===== config.mk =====
export PLATFORM = sky130hd
export DESIGN_NAME = tape_block_pulse_generator
export DESIGN_NICKNAME = d
export VERILOG_FILES = /design/src/hw/rtl/tbpg_pkg.sv /design/src/hw/rtl/tbpg_cfg.sv /design/src/hw/rtl/tbpg_engine.sv /design/src/hw/rtl/tape_block_pulse_generator.sv
export VERILOG_INCLUDE_DIRS = /design/src /design/src/hw/rtl
export SDC_FILE = /design/constraint.sdc
export NUM_CORES = 1
export LEC_CHECK = 0
export BUFFER_PORTS_ARGS = -buffer_cell sky130_fd_sc_hd__buf_2
export CORE_UTILIZATION = 30
export CTS_BUF_LIST = sky130_fd_sc_hd__clkbuf_4
export DETAILED_ROUTE_END_ITERATION = 16
export GPL_TIMING_DRIVEN = 0
export SETUP_SLACK_MARGIN = 0.02
export SLEW_MARGIN = 20
export SYNTH_ARGS = -nofsm -noshare
export SYNTH_HDL_FRONTEND = slang
export SYNTH_HIERARCHICAL = 1
export SYNTH_SLANG_ARGS = --single-unit

===== constraint.sdc =====
create_clock -name clk -period 5.3 [get_ports clk]
set_input_delay 1.06 -clock clk [delete_from_list [all_inputs] [get_ports clk]]
set_output_delay 1.06 -clock clk [all_outputs]
set_load 0.05 [all_outputs]

===== src/hw/rtl/tape_block_pulse_generator_assert.svh =====
// ---------------------------------------------------------------------------
// Assertion macros for the tape block pulse generator
// Shorthand for concurrent checks on clk, disabled while rst_n is low.
// ---------------------------------------------------------------------------
`ifndef TAPE_BLOCK_PULSE_GENERATOR_ASSERT_SVH
`define TAPE_BLOCK_PULSE_GENERATOR_ASSERT_SVH

// Check that cons holds in the same cycle as ante
`define TBPG_ASSERT_SAME(name, ante, cons, msg) \
    name: assert property (@(posedge clk) disable iff (!rst_n) (ante) |-> (cons)) \
        else $error(msg);

// Check that cons holds in the cycle after ante
`define TBPG_ASSERT_NEXT(name, ante, cons, msg) \
    name: assert property (@(posedge clk) disable iff (!rst_n) (ante) |=> (cons)) \
        else $error(msg);

`endif


===== src/hw/rtl/tbpg_pkg.sv =====
// ---------------------------------------------------------------------------
// Tape block pulse generator package
// Transaction types, register bank layout, codes and timing constants.
// ---------------------------------------------------------------------------
package tbpg_pkg;

    localparam int CYCLE_BITS = 32;
    localparam int GAP_LIMIT  = 50000;

    localparam int LEN_BITS   = 12;
    localparam int COUNT_BITS = 14;
    localparam int PAUSE_BITS = 24;
    localparam int OFFS_BITS  = 16;
    localparam int CFG_IDX_BITS  = 3;
    localparam int CFG_DATA_BITS = 24;

    localparam logic [CYCLE_BITS-1:0] GAP_LIMIT_CYC = CYCLE_BITS'(GAP_LIMIT);
    localparam logic [7:0]            BIT_SEL_MSB   = 8'h80;

    // Register reset values
    localparam logic [LEN_BITS-1:0]   PILOT_HALF_RST  = 12'd2168;
    localparam logic [LEN_BITS-1:0]   SYNC_FIRST_RST  = 12'd667;
    localparam logic [LEN_BITS-1:0]   SYNC_SECOND_RST = 12'd735;
    localparam logic [LEN_BITS-1:0]   ZERO_HALF_RST   = 12'd855;
    localparam logic [LEN_BITS-1:0]   ONE_HALF_RST    = 12'd1710;
    localparam logic [COUNT_BITS-1:0] HDR_PILOT_RST   = 14'd8063;
    localparam logic [COUNT_BITS-1:0] DATA_PILOT_RST  = 14'd3223;
    localparam logic [PAUSE_BITS-1:0] PAUSE_RST       = 24'd3500000;

    typedef enum logic [1:0] {
        CMD_QUERY  = 2'd0,
        CMD_START  = 2'd1,
        CMD_TOGGLE = 2'd2,
        CMD_STOP   = 2'd3
    } cmd_e_t;

    typedef enum logic [1:0] {
        PLAY_STOPPED = 2'd0,
        PLAY_RUNNING = 2'd1,
        PLAY_PAUSED  = 2'd2
    } play_e_t;

    typedef enum logic [2:0] {
        PH_PILOT = 3'd0,
        PH_SYNC1 = 3'd1,
        PH_SYNC2 = 3'd2,
        PH_DATA  = 3'd3,
        PH_PAUSE = 3'd4
    } phase_e_t;

    typedef enum logic [CFG_IDX_BITS-1:0] {
        CFG_PILOT_HALF  = 3'd0,
        CFG_SYNC_FIRST  = 3'd1,
        CFG_SYNC_SECOND = 3'd2,
        CFG_ZERO_HALF   = 3'd3,
        CFG_ONE_HALF    = 3'd4,
        CFG_HDR_PILOT   = 3'd5,
        CFG_DATA_PILOT  = 3'd6,
        CFG_PAUSE       = 3'd7
    } cfg_idx_e_t;

    typedef struct packed {
        logic [1:0]            cmd;
        logic [CYCLE_BITS-1:0] cycle_now;
        logic [7:0]            cur_byte;
        logic [7:0]            next_byte;
        logic [OFFS_BITS-1:0]  block_size;
        logic                  block_is_data;
        logic                  last_block;
    } in_item_t;

    typedef struct packed {
        logic                 ear_level;
        logic [1:0]           play_status;
        logic [2:0]           signal_phase;
        logic [OFFS_BITS-1:0] byte_offset;
        logic                 block_request;
        logic                 tape_end;
    } out_item_t;

    typedef struct packed {
        logic [LEN_BITS-1:0]   pilot_half_len;
        logic [LEN_BITS-1:0]   sync_first_len;
        logic [LEN_BITS-1:0]   sync_second_len;
        logic [LEN_BITS-1:0]   zero_half_len;
        logic [LEN_BITS-1:0]   one_half_len;
        logic [COUNT_BITS-1:0] header_pilot_count;
        logic [COUNT_BITS-1:0] data_pilot_count;
        logic [PAUSE_BITS-1:0] pause_len;
    } cfg_t;

endpackage


===== src/hw/rtl/tbpg_cfg.sv =====
// ---------------------------------------------------------------------------
// Tape block pulse generator register bank
// Holds the timing registers and takes one write transaction per cycle.
// ---------------------------------------------------------------------------
module tbpg_cfg
    import tbpg_pkg::*;
(
    input  logic                     clk,
    input  logic                     rst_n,
    input  logic                     wr_en,
    input  logic [CFG_IDX_BITS-1:0]  wr_index,
    input  logic [CFG_DATA_BITS-1:0] wr_data,
    output cfg_t                     cfg
);

    cfg_t cfg_reg;
    cfg_t cfg_next;

    // Decode the register index and merge the write data
    always_comb
    begin
        cfg_next = cfg_reg;
        if (wr_en)
        begin
            unique case (cfg_idx_e_t'(wr_index))
                CFG_PILOT_HALF:  cfg_next.pilot_half_len     = wr_data[LEN_BITS-1:0];
                CFG_SYNC_FIRST:  cfg_next.sync_first_len     = wr_data[LEN_BITS-1:0];
                CFG_SYNC_SECOND: cfg_next.sync_second_len    = wr_data[LEN_BITS-1:0];
                CFG_ZERO_HALF:   cfg_next.zero_half_len      = wr_data[LEN_BITS-1:0];
                CFG_ONE_HALF:    cfg_next.one_half_len       = wr_data[LEN_BITS-1:0];
                CFG_HDR_PILOT:   cfg_next.header_pilot_count = wr_data[COUNT_BITS-1:0];
                CFG_DATA_PILOT:  cfg_next.data_pilot_count   = wr_data[COUNT_BITS-1:0];
                CFG_PAUSE:       cfg_next.pause_len          = wr_data[PAUSE_BITS-1:0];
                default:         cfg_next = cfg_reg;
            endcase
        end
    end

    // Hold the registers, load defaults on reset
    always_ff @(posedge clk or negedge rst_n)
    begin
        if (!rst_n)
        begin
            cfg_reg.pilot_half_len     <= PILOT_HALF_RST;
            cfg_reg.sync_first_len     <= SYNC_FIRST_RST;
            cfg_reg.sync_second_len    <= SYNC_SECOND_RST;
            cfg_reg.zero_half_len      <= ZERO_HALF_RST;
            cfg_reg.one_half_len       <= ONE_HALF_RST;
            cfg_reg.header_pilot_count <= HDR_PILOT_RST;
            cfg_reg.data_pilot_count   <= DATA_PILOT_RST;
            cfg_reg.pause_len          <= PAUSE_RST;
        end
        else
        begin
            cfg_reg <= cfg_next;
        end
    end

    assign cfg = cfg_reg;

endmodule


===== src/hw/rtl/tbpg_engine.sv =====
// ---------------------------------------------------------------------------
// Tape block pulse generator engine
// Playback state and the state update for one command transaction.
// ---------------------------------------------------------------------------
module tbpg_engine
    import tbpg_pkg::*;
(
    input  logic      clk,
    input  logic      rst_n,
    input  logic      step_en,
    input  in_item_t  item,
    input  cfg_t      cfg,
    output out_item_t result
);

    play_e_t               play_reg,        play_next;
    phase_e_t              phase_reg,       phase_next;
    logic [CYCLE_BITS-1:0] edge_start_reg,  edge_start_next;
    logic [COUNT_BITS-1:0] pilot_done_reg,  pilot_done_next;
    logic [COUNT_BITS-1:0] pilot_target_reg, pilot_target_next;
    logic                  level_reg,       level_next;
    logic [7:0]            bit_select_reg,  bit_select_next;
    logic                  second_half_reg, second_half_next;
    logic [LEN_BITS-1:0]   bit_half_reg,    bit_half_next;
    logic [OFFS_BITS-1:0]  offset_reg,      offset_next;
    logic [OFFS_BITS-1:0]  size_reg,        size_next;
    logic                  final_reg,       final_next;
    logic                  request_reg,     request_next;
    logic                  ended;

    logic [CYCLE_BITS-1:0] elapsed;
    logic                  start_req;
    logic [7:0]            bit_rot;
    logic [OFFS_BITS-1:0]  offset_inc;

    assign elapsed    = item.cycle_now - edge_start_reg;
    assign bit_rot    = {bit_select_reg[0], bit_select_reg[7:1]};
    assign offset_inc = offset_reg + OFFS_BITS'(1);
    assign start_req  = step_en && ((cmd_e_t'(item.cmd) == CMD_START) ||
                        ((cmd_e_t'(item.cmd) == CMD_TOGGLE) && (play_reg == PLAY_STOPPED)));

    // Next state for one transaction
    always_comb
    begin
        play_next         = play_reg;
        phase_next        = phase_reg;
        edge_start_next   = edge_start_reg;
        pilot_done_next   = pilot_done_reg;
        pilot_target_next = pilot_target_reg;
        level_next        = level_reg;
        bit_select_next   = bit_select_reg;
        second_half_next  = second_half_reg;
        bit_half_next     = bit_half_reg;
        offset_next       = offset_reg;
        size_next         = size_reg;
        final_next        = final_reg;
        request_next      = request_reg;
        ended             = 1'b0;

        if (start_req)
        begin
            // Load a new block and rewind pilot, bit and byte state
            size_next         = item.block_size;
            final_next        = item.last_block;
            pilot_target_next = item.block_is_data ? cfg.data_pilot_count
                                                   : cfg.header_pilot_count;
            phase_next        = PH_PILOT;
            pilot_done_next   = '0;
            level_next        = 1'b0;
            bit_select_next   = BIT_SEL_MSB;
            second_half_next  = 1'b0;
            bit_half_next     = cfg.zero_half_len;
            offset_next       = '0;
            request_next      = 1'b0;
            edge_start_next   = item.cycle_now;
            if (play_reg == PLAY_STOPPED)
            begin
                play_next = PLAY_RUNNING;
            end
        end
        else if (step_en)
        begin
            unique case (cmd_e_t'(item.cmd))
                CMD_TOGGLE:
                begin
                    // Stopped case is handled as a start above
                    play_next = (play_reg == PLAY_RUNNING) ? PLAY_PAUSED : PLAY_RUNNING;
                end
                CMD_STOP:
                begin
                    play_next    = PLAY_STOPPED;
                    phase_next   = PH_PILOT;
                    offset_next  = '0;
                    request_next = 1'b0;
                    final_next   = 1'b0;
                end
                default:
                begin
                    if (play_reg == PLAY_RUNNING)
                    begin
                        if (phase_reg == PH_PAUSE)
                        begin
                            // Raise the block request once the pause has run out
                            if (!request_reg &&
                                (elapsed > {{(CYCLE_BITS-PAUSE_BITS){1'b0}}, cfg.pause_len}))
                            begin
                                request_next = 1'b1;
                            end
                        end
                        else if (elapsed > GAP_LIMIT_CYC)
                        begin
                            // Long gap: resync the edge time, no toggle
                            edge_start_next = item.cycle_now;
                        end
                        else
                        begin
                            unique case (phase_reg)
                                PH_PILOT:
                                begin
                                    if (elapsed > CYCLE_BITS'(cfg.pilot_half_len))
                                    begin
                                        edge_start_next = item.cycle_now;
                                        level_next      = !level_reg;
                                        if (pilot_done_reg >= pilot_target_reg)
                                        begin
                                            pilot_done_next = '0;
                                            phase_next      = PH_SYNC1;
                                        end
                                        else
                                        begin
                                            pilot_done_next = pilot_done_reg + COUNT_BITS'(1);
                                        end
                                    end
                                end
                                PH_SYNC1:
                                begin
                                    if (elapsed > CYCLE_BITS'(cfg.sync_first_len))
                                    begin
                                        edge_start_next = item.cycle_now;
                                        level_next      = !level_reg;
                                        phase_next      = PH_SYNC2;
                                    end
                                end
                                PH_SYNC2:
                                begin
                                    if (elapsed > CYCLE_BITS'(cfg.sync_second_len))
                                    begin
                                        edge_start_next = item.cycle_now;
                                        level_next      = !level_reg;
                                        bit_half_next   = |(item.cur_byte & bit_select_reg)
                                                          ? cfg.one_half_len
                                                          : cfg.zero_half_len;
                                        phase_next      = PH_DATA;
                                    end
                                end
                                default:
                                begin
                                    if (elapsed > CYCLE_BITS'(bit_half_reg))
                                    begin
                                        edge_start_next = item.cycle_now;
                                        level_next      = !level_reg;
                                        if (!second_half_reg)
                                        begin
                                            second_half_next = 1'b1;
                                        end
                                        else
                                        begin
                                            // Bit done: advance to the next bit or byte
                                            second_half_next = 1'b0;
                                            bit_select_next  = bit_rot;
                                            if (bit_rot == BIT_SEL_MSB)
                                            begin
                                                offset_next = offset_inc;
                                                if (offset_inc == size_reg)
                                                begin
                                                    phase_next = PH_PAUSE;
                                                    level_next = 1'b0;
                                                    if (final_reg)
                                                    begin
                                                        play_next    = PLAY_STOPPED;
                                                        phase_next   = PH_PILOT;
                                                        offset_next  = '0;
                                                        request_next = 1'b0;
                                                        final_next   = 1'b0;
                                                        ended        = 1'b1;
                                                    end
                                                end
                                                else
                                                begin
                                                    bit_half_next = item.next_byte[7]
                                                                    ? cfg.one_half_len
                                                                    : cfg.zero_half_len;
                                                end
                                            end
                                            else
                                            begin
                                                bit_half_next = |(item.cur_byte & bit_rot)
                                                                ? cfg.one_half_len
                                                                : cfg.zero_half_len;
                                            end
                                        end
                                    end
                                end
                            endcase
                        end
                    end
                end
            endcase
        end
    end

    // Result fields from the updated state
    always_comb
    begin
        result.ear_level     = (play_next == PLAY_RUNNING) && (phase_next != PH_PAUSE)
                               && level_next;
        result.play_status   = play_next;
        result.signal_phase  = phase_next;
        result.byte_offset   = offset_next;
        result.block_request = request_next;
        result.tape_end      = ended;
    end

    // Hold the playback state
    always_ff @(posedge clk or negedge rst_n)
    begin
        if (!rst_n)
        begin
            play_reg         <= PLAY_STOPPED;
            phase_reg        <= PH_PILOT;
            edge_start_reg   <= '0;
            pilot_done_reg   <= '0;
            pilot_target_reg <= HDR_PILOT_RST;
            level_reg        <= 1'b0;
            bit_select_reg   <= BIT_SEL_MSB;
            second_half_reg  <= 1'b0;
            bit_half_reg     <= ZERO_HALF_RST;
            offset_reg       <= '0;
            size_reg         <= '0;
            final_reg        <= 1'b0;
            request_reg      <= 1'b0;
        end
        else
        begin
            play_reg         <= play_next;
            phase_reg        <= phase_next;
            edge_start_reg   <= edge_start_next;
            pilot_done_reg   <= pilot_done_next;
            pilot_target_reg <= pilot_target_next;
            level_reg        <= level_next;
            bit_select_reg   <= bit_select_next;
            second_half_reg  <= second_half_next;
            bit_half_reg     <= bit_half_next;
            offset_reg       <= offset_next;
            size_reg         <= size_next;
            final_reg        <= final_next;
            request_reg      <= request_next;
        end
    end

endmodule


===== src/hw/rtl/tape_block_pulse_generator.sv =====
// A command transaction is held in the input register, then the update logic feeds
// the result register; a full result slot that is not draining stalls the step.
// Throughput: one transaction per cycle while result_ready keeps the result slot free.
// Reset (rst_n low, asynchronous): playback stopped, pilot phase, level low,
// timing registers at their defaults, input and result registers empty.
// ---------------------------------------------------------------------------
// Tape block pulse generator, top level
// Turns tape blocks into the cassette ear level from the processor cycle count.
// ---------------------------------------------------------------------------
`include "tape_block_pulse_generator_assert.svh"

module tape_block_pulse_generator
    import tbpg_pkg::*;
(
    input  logic                     clk,
    input  logic                     rst_n,
    input  logic                     item_valid,
    output logic                     item_ready,
    input  in_item_t                 item,
    output logic                     result_valid,
    input  logic                     result_ready,
    output out_item_t                result,
    input  logic                     cfg_valid,
    output logic                     cfg_ready,
    input  logic [CFG_IDX_BITS-1:0]  cfg_index,
    input  logic [CFG_DATA_BITS-1:0] cfg_data
);

    cfg_t      cfg;
    in_item_t  item_reg;
    logic      item_full_reg, item_full_next;
    out_item_t res_reg;
    out_item_t step_result;
    logic      res_valid_reg, res_valid_next;
    logic      step_en;
    logic      item_take;

    // Register writes are always taken
    assign cfg_ready = 1'b1;

    tbpg_cfg u_cfg (
        .clk      (clk),
        .rst_n    (rst_n),
        .wr_en    (cfg_valid),
        .wr_index (cfg_index),
        .wr_data  (cfg_data),
        .cfg      (cfg)
    );

    // Advance when an item waits and the result slot is free or draining
    assign step_en    = item_full_reg && (!res_valid_reg || result_ready);
    assign item_ready = !item_full_reg || step_en;
    assign item_take  = item_valid && item_ready;

    tbpg_engine u_engine (
        .clk     (clk),
        .rst_n   (rst_n),
        .step_en (step_en),
        .item    (item_reg),
        .cfg     (cfg),
        .result  (step_result)
    );

    // Occupancy of the input and result registers
    always_comb
    begin
        item_full_next = item_take ? 1'b1 : (step_en ? 1'b0 : item_full_reg);
        res_valid_next = step_en ? 1'b1 : ((result_ready) ? 1'b0 : res_valid_reg);
    end

    always_ff @(posedge clk or negedge rst_n)
    begin
        if (!rst_n)
        begin
            item_full_reg <= 1'b0;
            res_valid_reg <= 1'b0;
        end
        else
        begin
            item_full_reg <= item_full_next;
            res_valid_reg <= res_valid_next;
        end
    end

    // Payload registers
    always_ff @(posedge clk)
    begin
        if (item_take)
        begin
            item_reg <= item;
        end
        if (step_en)
        begin
            res_reg <= step_result;
        end
    end

    assign result_valid = res_valid_reg;
    assign result       = res_reg;

    // Tape end reports a rewound, silent tape
    `TBPG_ASSERT_SAME(a_tape_end_rewound, result_valid && result.tape_end, (result.play_status == PLAY_STOPPED) && (result.signal_phase == PH_PILOT) && (result.byte_offset == '0) && !result.ear_level, "tape end without rewind")
    // Level stays low unless playing outside the pause
    `TBPG_ASSERT_SAME(a_level_quiet, result_valid && ((result.play_status != PLAY_RUNNING) || (result.signal_phase == PH_PAUSE)), !result.ear_level, "ear level high while silent")
    // An accepted transaction leaves the input register occupied
    `TBPG_ASSERT_NEXT(a_item_held, item_valid && item_ready, item_full_reg, "accepted transaction lost")
    // A completed step always produces a result
    `TBPG_ASSERT_NEXT(a_step_result, step_en, result_valid, "step without result")

endmodule

==> results.cfg, run 1 <==
[grt]
grt_pass1_vias = 13460
globalRoute.totalOverflow = 0
antenna_found_initial = 4
grt_pass1_wl_mm = 71.57
grt_max_degree = 101
grt_usage_pct = 15.02

[flow_run]
drv_cap = 0

[setup_path]
cp-start-kind = flop
crit_arrival_ns = 5.77
crit_path_end_kind = flop
cp_max_fo = 10
r2r-start = item_reg[35]$_DFFE_PP_
crit_chain = ha_1, nor2b_1, o2111ai_1, nand2_1, xor2_4, ha_1, a21o_1, a21o_1, a21oi_1, o21ai_0, a221oi_2, nor3_1, a2111oi_1, o2111a_1, a2111oi_2, o21ai_2, buf_4, buf_4, mux2_2
crit_path_start = item_reg[35]$_DFFE_PP_
max_stage_delay_ns = 0.48
cp.required_ns = 6.01
crit_type = flop to flop
cp_slowest_cell = a2111oi_1
reg2reg_slack_ns = 0.24

[clock_tree]
clock-sinks = 320
cts_buffers = 88
cts-root-buf = clkbuf_4
cts_tree = built
cts_buffer_depth = 3
path_clk_slew_ns = 0.07
clk_latency_ns = 0.88
postCtsHoldBufs = 0
htreeDepth = 3

[yosys]
yosysWarningCount = 6
synthCells = 1616
synth_nets = 1836
avgSynthCellArea_um2 = 10.98
netlist_area_um2 = 17740

[placed_design]
post-place-ws_ns = -0.4083
dpl.hpwl_mm = 32.21
port_buffers = 118
dpl.cell_count = 2501
gp_congestion = 0.8977

[pwr]
irDropWorstVdd_mv = 0.1938
p_per_area_nw_per_um2 = 495.9
power_leakage_nw = 9.245
p_total_mw = 10.30

[floorplanning]
io_pins = 127
die_area_um2 = 60100
die_w_um = 245.2
num_rows = 88
start_util_pct = 30.57
core_um2 = 58030
die_h_um = 245.2

[routing]
wire_per_inst_um = 16.66
dr_total_vias = 13200
viasPerCell = 4.926
drt_iter0_drc = 858
drt_pre_antenna_iters = 7
ant_nets = 0
drcViolationCount = 0
wl_mm = 44.64

[sta]
finalMaxSlewViolations = 0
rsz0062_at_grt = yes
finalSetupViolCount = 0
hold_viol_final = 0
fin_skew_ns = 0.08562
setup_slack_ns = 0.2354
timing.final.crit_share_pct = 95.56
whs_ns = 0.1457
fmax_mhz = 197.5
slew_headroom_pct = 40.25
fin_crit_ns = 5.065
tightest_slew_ns = 0.8962

[final_layout]
largest_reg_flops = 112
final_nets = 2054
drive_gt1_share_pct = 30.75
final_cells = 2679
fin_util_pct = 35.80
final_cell_mix = dfrtp_1 (151), mux2_2 (151), clkbuf_4 (147)
area_delta_synth_final_pct = 17.12

[status]
status = completed

[min_path]
hold_path.class = input pin to async pin
-- cell type report --
| class | count | area, um^2 |
|---|---|---|
| fillers | 5803 | 37250 |
| diodes | 5 | 12.51 |
| clock buffers | 147 | 1104 |
| well taps | 765 | 957.2 |
| repair buffers | 128 | 728.2 |
| flip-flops and latches | 320 | 8538 |
| inverters | 135 | 506.7 |
| plain buffers | 57 | 281.5 |
| multi-input cells | 1104 | 8562 |
| clock inverters | 18 | 85.08 |
-- worst max-delay path, delay by kind of cell, from the launching register on --
family                     cells  cell delay [ns]
AOI/OAI and AO/OA             10             2.30
adders and majority gates      2             0.65
and+or+nand+nor                3             0.47
DFF                            1             0.46
buffers and inverters          2             0.38
muxes                          1             0.35
xor gates and xnor gates       1             0.33
-- where the power goes --
group / switching, mW / internal [mW] / leakage [nW]
combinational: 2.62 / 1.94 / 4.93
sequential: 0.259 / 3.15 / 3.60
clock: 1.08 / 1.25 / 0.716
-- per-layer routing --
metal	vias up	global-route usage (%)	wire [um]	part of all wire [%]
met1	6401	19.74	20240	45
met5	-	0	11	0.025
li1	6334	-	-	-
met4	2	5.221	1062	2.4
met2	364	24.11	21130	47
met3	95	3.444	2199	4.9
-- stage by stage --
stage / instance area [um^2] / TNS (ns)
after global routing: 20770 / 0
after global placement: 19290 / -153.68
after CTS: 20700 / 0
after detailed placement: 19350 / -15.65
final: 20770 / 0
after floorplan: 17740 / 0
-- path summary, 6_finish.rpt --
path | endpoint | cells after the start
max | u_engine/edge_start_reg[1]$_DFFE_PN0P_ | 19
min | u_engine/level_reg$_DFF_PN0_ | 1
max reg2reg | u_engine/edge_start_reg[1]$_DFFE_PN0P_ | 19
min reg2reg | u_engine/size_reg[9]$_DFFE_PN0P_ | 2
max in group asynchronous | u_cfg/cfg[13]$_DFFE_PN1P_ | 3
min in group clk | item_reg[13]$_DFFE_PP_ | 1
-- timing repair --
action                                  4_1_cts  5_1_grt
cloned                                        0        0
pin swaps                                     3        4
gates resized for setup                      12       13
endpoints found under the setup margin       58       58
buffers inserted                              5        3
(Power assumes the default switching activity.)
==> inputs of run 2 (changes only) <==
--- a/config.mk
+++ b/config.mk
@@ -6,11 +6,12 @@
 export SDC_FILE = /design/constraint.sdc
 export NUM_CORES = 1
 export LEC_CHECK = 0
-export BUFFER_PORTS_ARGS = -buffer_cell sky130_fd_sc_hd__buf_2
 export CORE_UTILIZATION = 30
 export CTS_BUF_LIST = sky130_fd_sc_hd__clkbuf_4
 export DETAILED_ROUTE_END_ITERATION = 16
+export DONT_BUFFER_PORTS = 1
 export GPL_TIMING_DRIVEN = 0
+export RECOVER_POWER = 100
 export SETUP_SLACK_MARGIN = 0.02
 export SLEW_MARGIN = 20
 export SYNTH_ARGS = -nofsm -noshare
==> results.cfg, run 2 (synthesis results as in run 1) <==
[final_layout]
n_fill_cell = 5808
final_cells = 2561
area_delta_synth_final_pct = 13.92
fin_util_pct = 34.83
final_nets = 1939
final_cell_mix = clkbuf_4 (151), dfrtp_1 (151), mux2_2 (150)
largest_reg_flops = 112
drive_gt1_share_pct = 25.63

[placed_design]
dpl.hpwl_mm = 32.18
port_buffers = 0
dpl.cell_count = 2381
gp_congestion = 0.8625

[floorplanning]
start_util_pct = 30.57
io_pins = 127
die_area_um2 = 60100
num_rows = 88
die_h_um = 245.2
die_w_um = 245.2
core_um2 = 58030

[grt]
grt_pass1_wl_mm = 72.37
antenna_found_initial = 9
grt_max_degree = 152
globalRoute.totalOverflow = 0
grt_usage_pct = 15.32
grt_pass1_vias = 13260

[setup_path]
r2r_cells = 22
crit_chain = inv_1, ha_1, inv_1, fa_1, a211oi_2, o31ai_4, o21ai_1, nand2_1, xor2_4, buf_12, ha_1, and4_1, nand2_1, o21bai_1, a31oi_4, o211a_4, and2_1, nand3_2, a21o_1, buf_2, o21ai_0, a21oi_1
crit_path_end_kind = flop
r2r-start = item_reg[34]$_DFFE_PP_
cp_slowest_cell = fa_1
crit_arrival_ns = 5.48
cp-start-kind = flop
crit_type = flop to flop
cp_max_fo = 10
reg2reg_slack_ns = 0.30
r2r_end = result[5]$_DFFE_PP_
max_stage_delay_ns = 0.41
cp.required_ns = 5.78

[pwr]
irDropWorstVdd_mv = 0.1968
power_leakage_nw = 8.738
p_per_area_nw_per_um2 = 518.1
p_total_mw = 10.47

[clock_tree]
path_clk_slew_ns = 0.08
htreeDepth = 3
clock-sinks = 320
cts_buffers = 88
clk_latency_ns = 0.83
cts_buffer_depth = 3
cts-root-buf = clkbuf_4
cts_tree = built

[routing]
wire_per_inst_um = 17.79
drcViolationCount = 0
drt_iter0_drc = 707
wl_mm = 45.55
dr_total_vias = 12860
ant_nets = 0
viasPerCell = 5.023
drt_pre_antenna_iters = 5

[sta]
finalMaxSlewViolations = 242
rsz0062_at_grt = yes
tightest_slew_ns = 4.059
hold_viol_final = 0
fin_crit_ns = 5.003
finalSetupViolCount = 0
timing.final.crit_share_pct = 94.39
tns_ns = 0
fmax_mhz = 199.9
slew_headroom_pct = -170.6
fin_skew_ns = 0.06221

[flow_run]
drv_cap = 3

[min_path]
hold_path.class = input pin to async pin

[status]
status = finished, violations left
violations = max-capacitance violations, max-slew violations
==> run 2: where the power goes <==
group / switching [mW] / internal [mW] / leakage, nW / total, mW
Sequential: 0.309 / 3.15 / 3.60 / 3.46
Combinational: 2.61 / 1.96 / 4.39 / 4.56
Clock: 1.08 / 1.37 / 0.747 / 2.44
==> run 2: per-layer routing <==
layer | GRT usage (%) | up-vias | wire (um)
met5 | 0 | - | 79
met1 | 19.19 | 6325 | 20000
met3 | 4.450 | 93 | 2820
met4 | 5.956 | 12 | 1120
met2 | 24.73 | 337 | 21530
li1 | - | 6097 | -
==> run 2: layout make-up <==
type	count	area (um^2)	share of cell area (%)
multi-input combinational	1104	8588	42.50
sequential	320	8538	42.25
clock buffer	150	1126	5.572
tap	765	957.2	4.737
inverter	135	506.7	2.508
buffer	57	260.3	1.288
clock inverter	16	125.1	0.6192
timing repair buffer	13	103.9	0.5139
antenna	1	2.502	0.01238
==> run 2: metrics by stage <==
step / setup WS (ns) / hold slack [ns] / instance area, um^2
final: 0.2975 / 0.1231 / 20210
after global routing: 0.01072 / 0.02362 / 20210
after CTS: 0.09288 / 0.0009556 / 20120
after detailed placement: -0.4367 / 0.4366 / 18700
after global placement: -0.2585 / 0.4353 / 18700
after floorplan: 0.9856 / 0.4146 / 17740
==> run 2: critical path, delay by kind of cell (launching register included) <==
kind                       cells  cell delay, ns
AOI/OAI and AO/OA              9            1.97
xor gates and xnor gates       1            0.22
adders and majority gates      3            0.87
buffers and inverters          4            0.49
DFF                            1            0.39
and+or+nand+nor                5            0.75
==> run 2: worst max-delay path by stage <==
| stage | from | end | slack [ns] | cells after the start |
|---|---|---|---|---|
| finish | item_reg[34]$_DFFE_PP_ | result[5]$_DFFE_PP_ | 0.30 | 22 |
| global route | item_reg[34]$_DFFE_PP_ | result[13]$_DFFE_PP_ | 0.01 | 23 |
| detailed placement | item_reg[35]$_DFFE_PP_ | u_engine/edge_start_reg[31]$_DFFE_PN0P_ | -0.44 | 17 |
| global placement | item_reg[35]$_DFFE_PP_ | u_engine/edge_start_reg[3]$_DFFE_PN0P_ | -0.26 | 17 |
| CTS | item_reg[34]$_DFFE_PP_ | u_engine/edge_start_reg[0]$_DFFE_PN0P_ | 0.09 | 21 |
| floorplan | item_reg[34]$_DFFE_PP_ | u_engine/edge_start_reg[0]$_DFFE_PN0P_ | 0.99 | 19 |
==> run 2: timing repair <==
action	CTS	global route
resized for setup	14	26
setup buffers	4	8
setup endpoints to repair	65	57
hold buffers	1	0
hold endpoints to repair	151	0
pin swaps	3	7
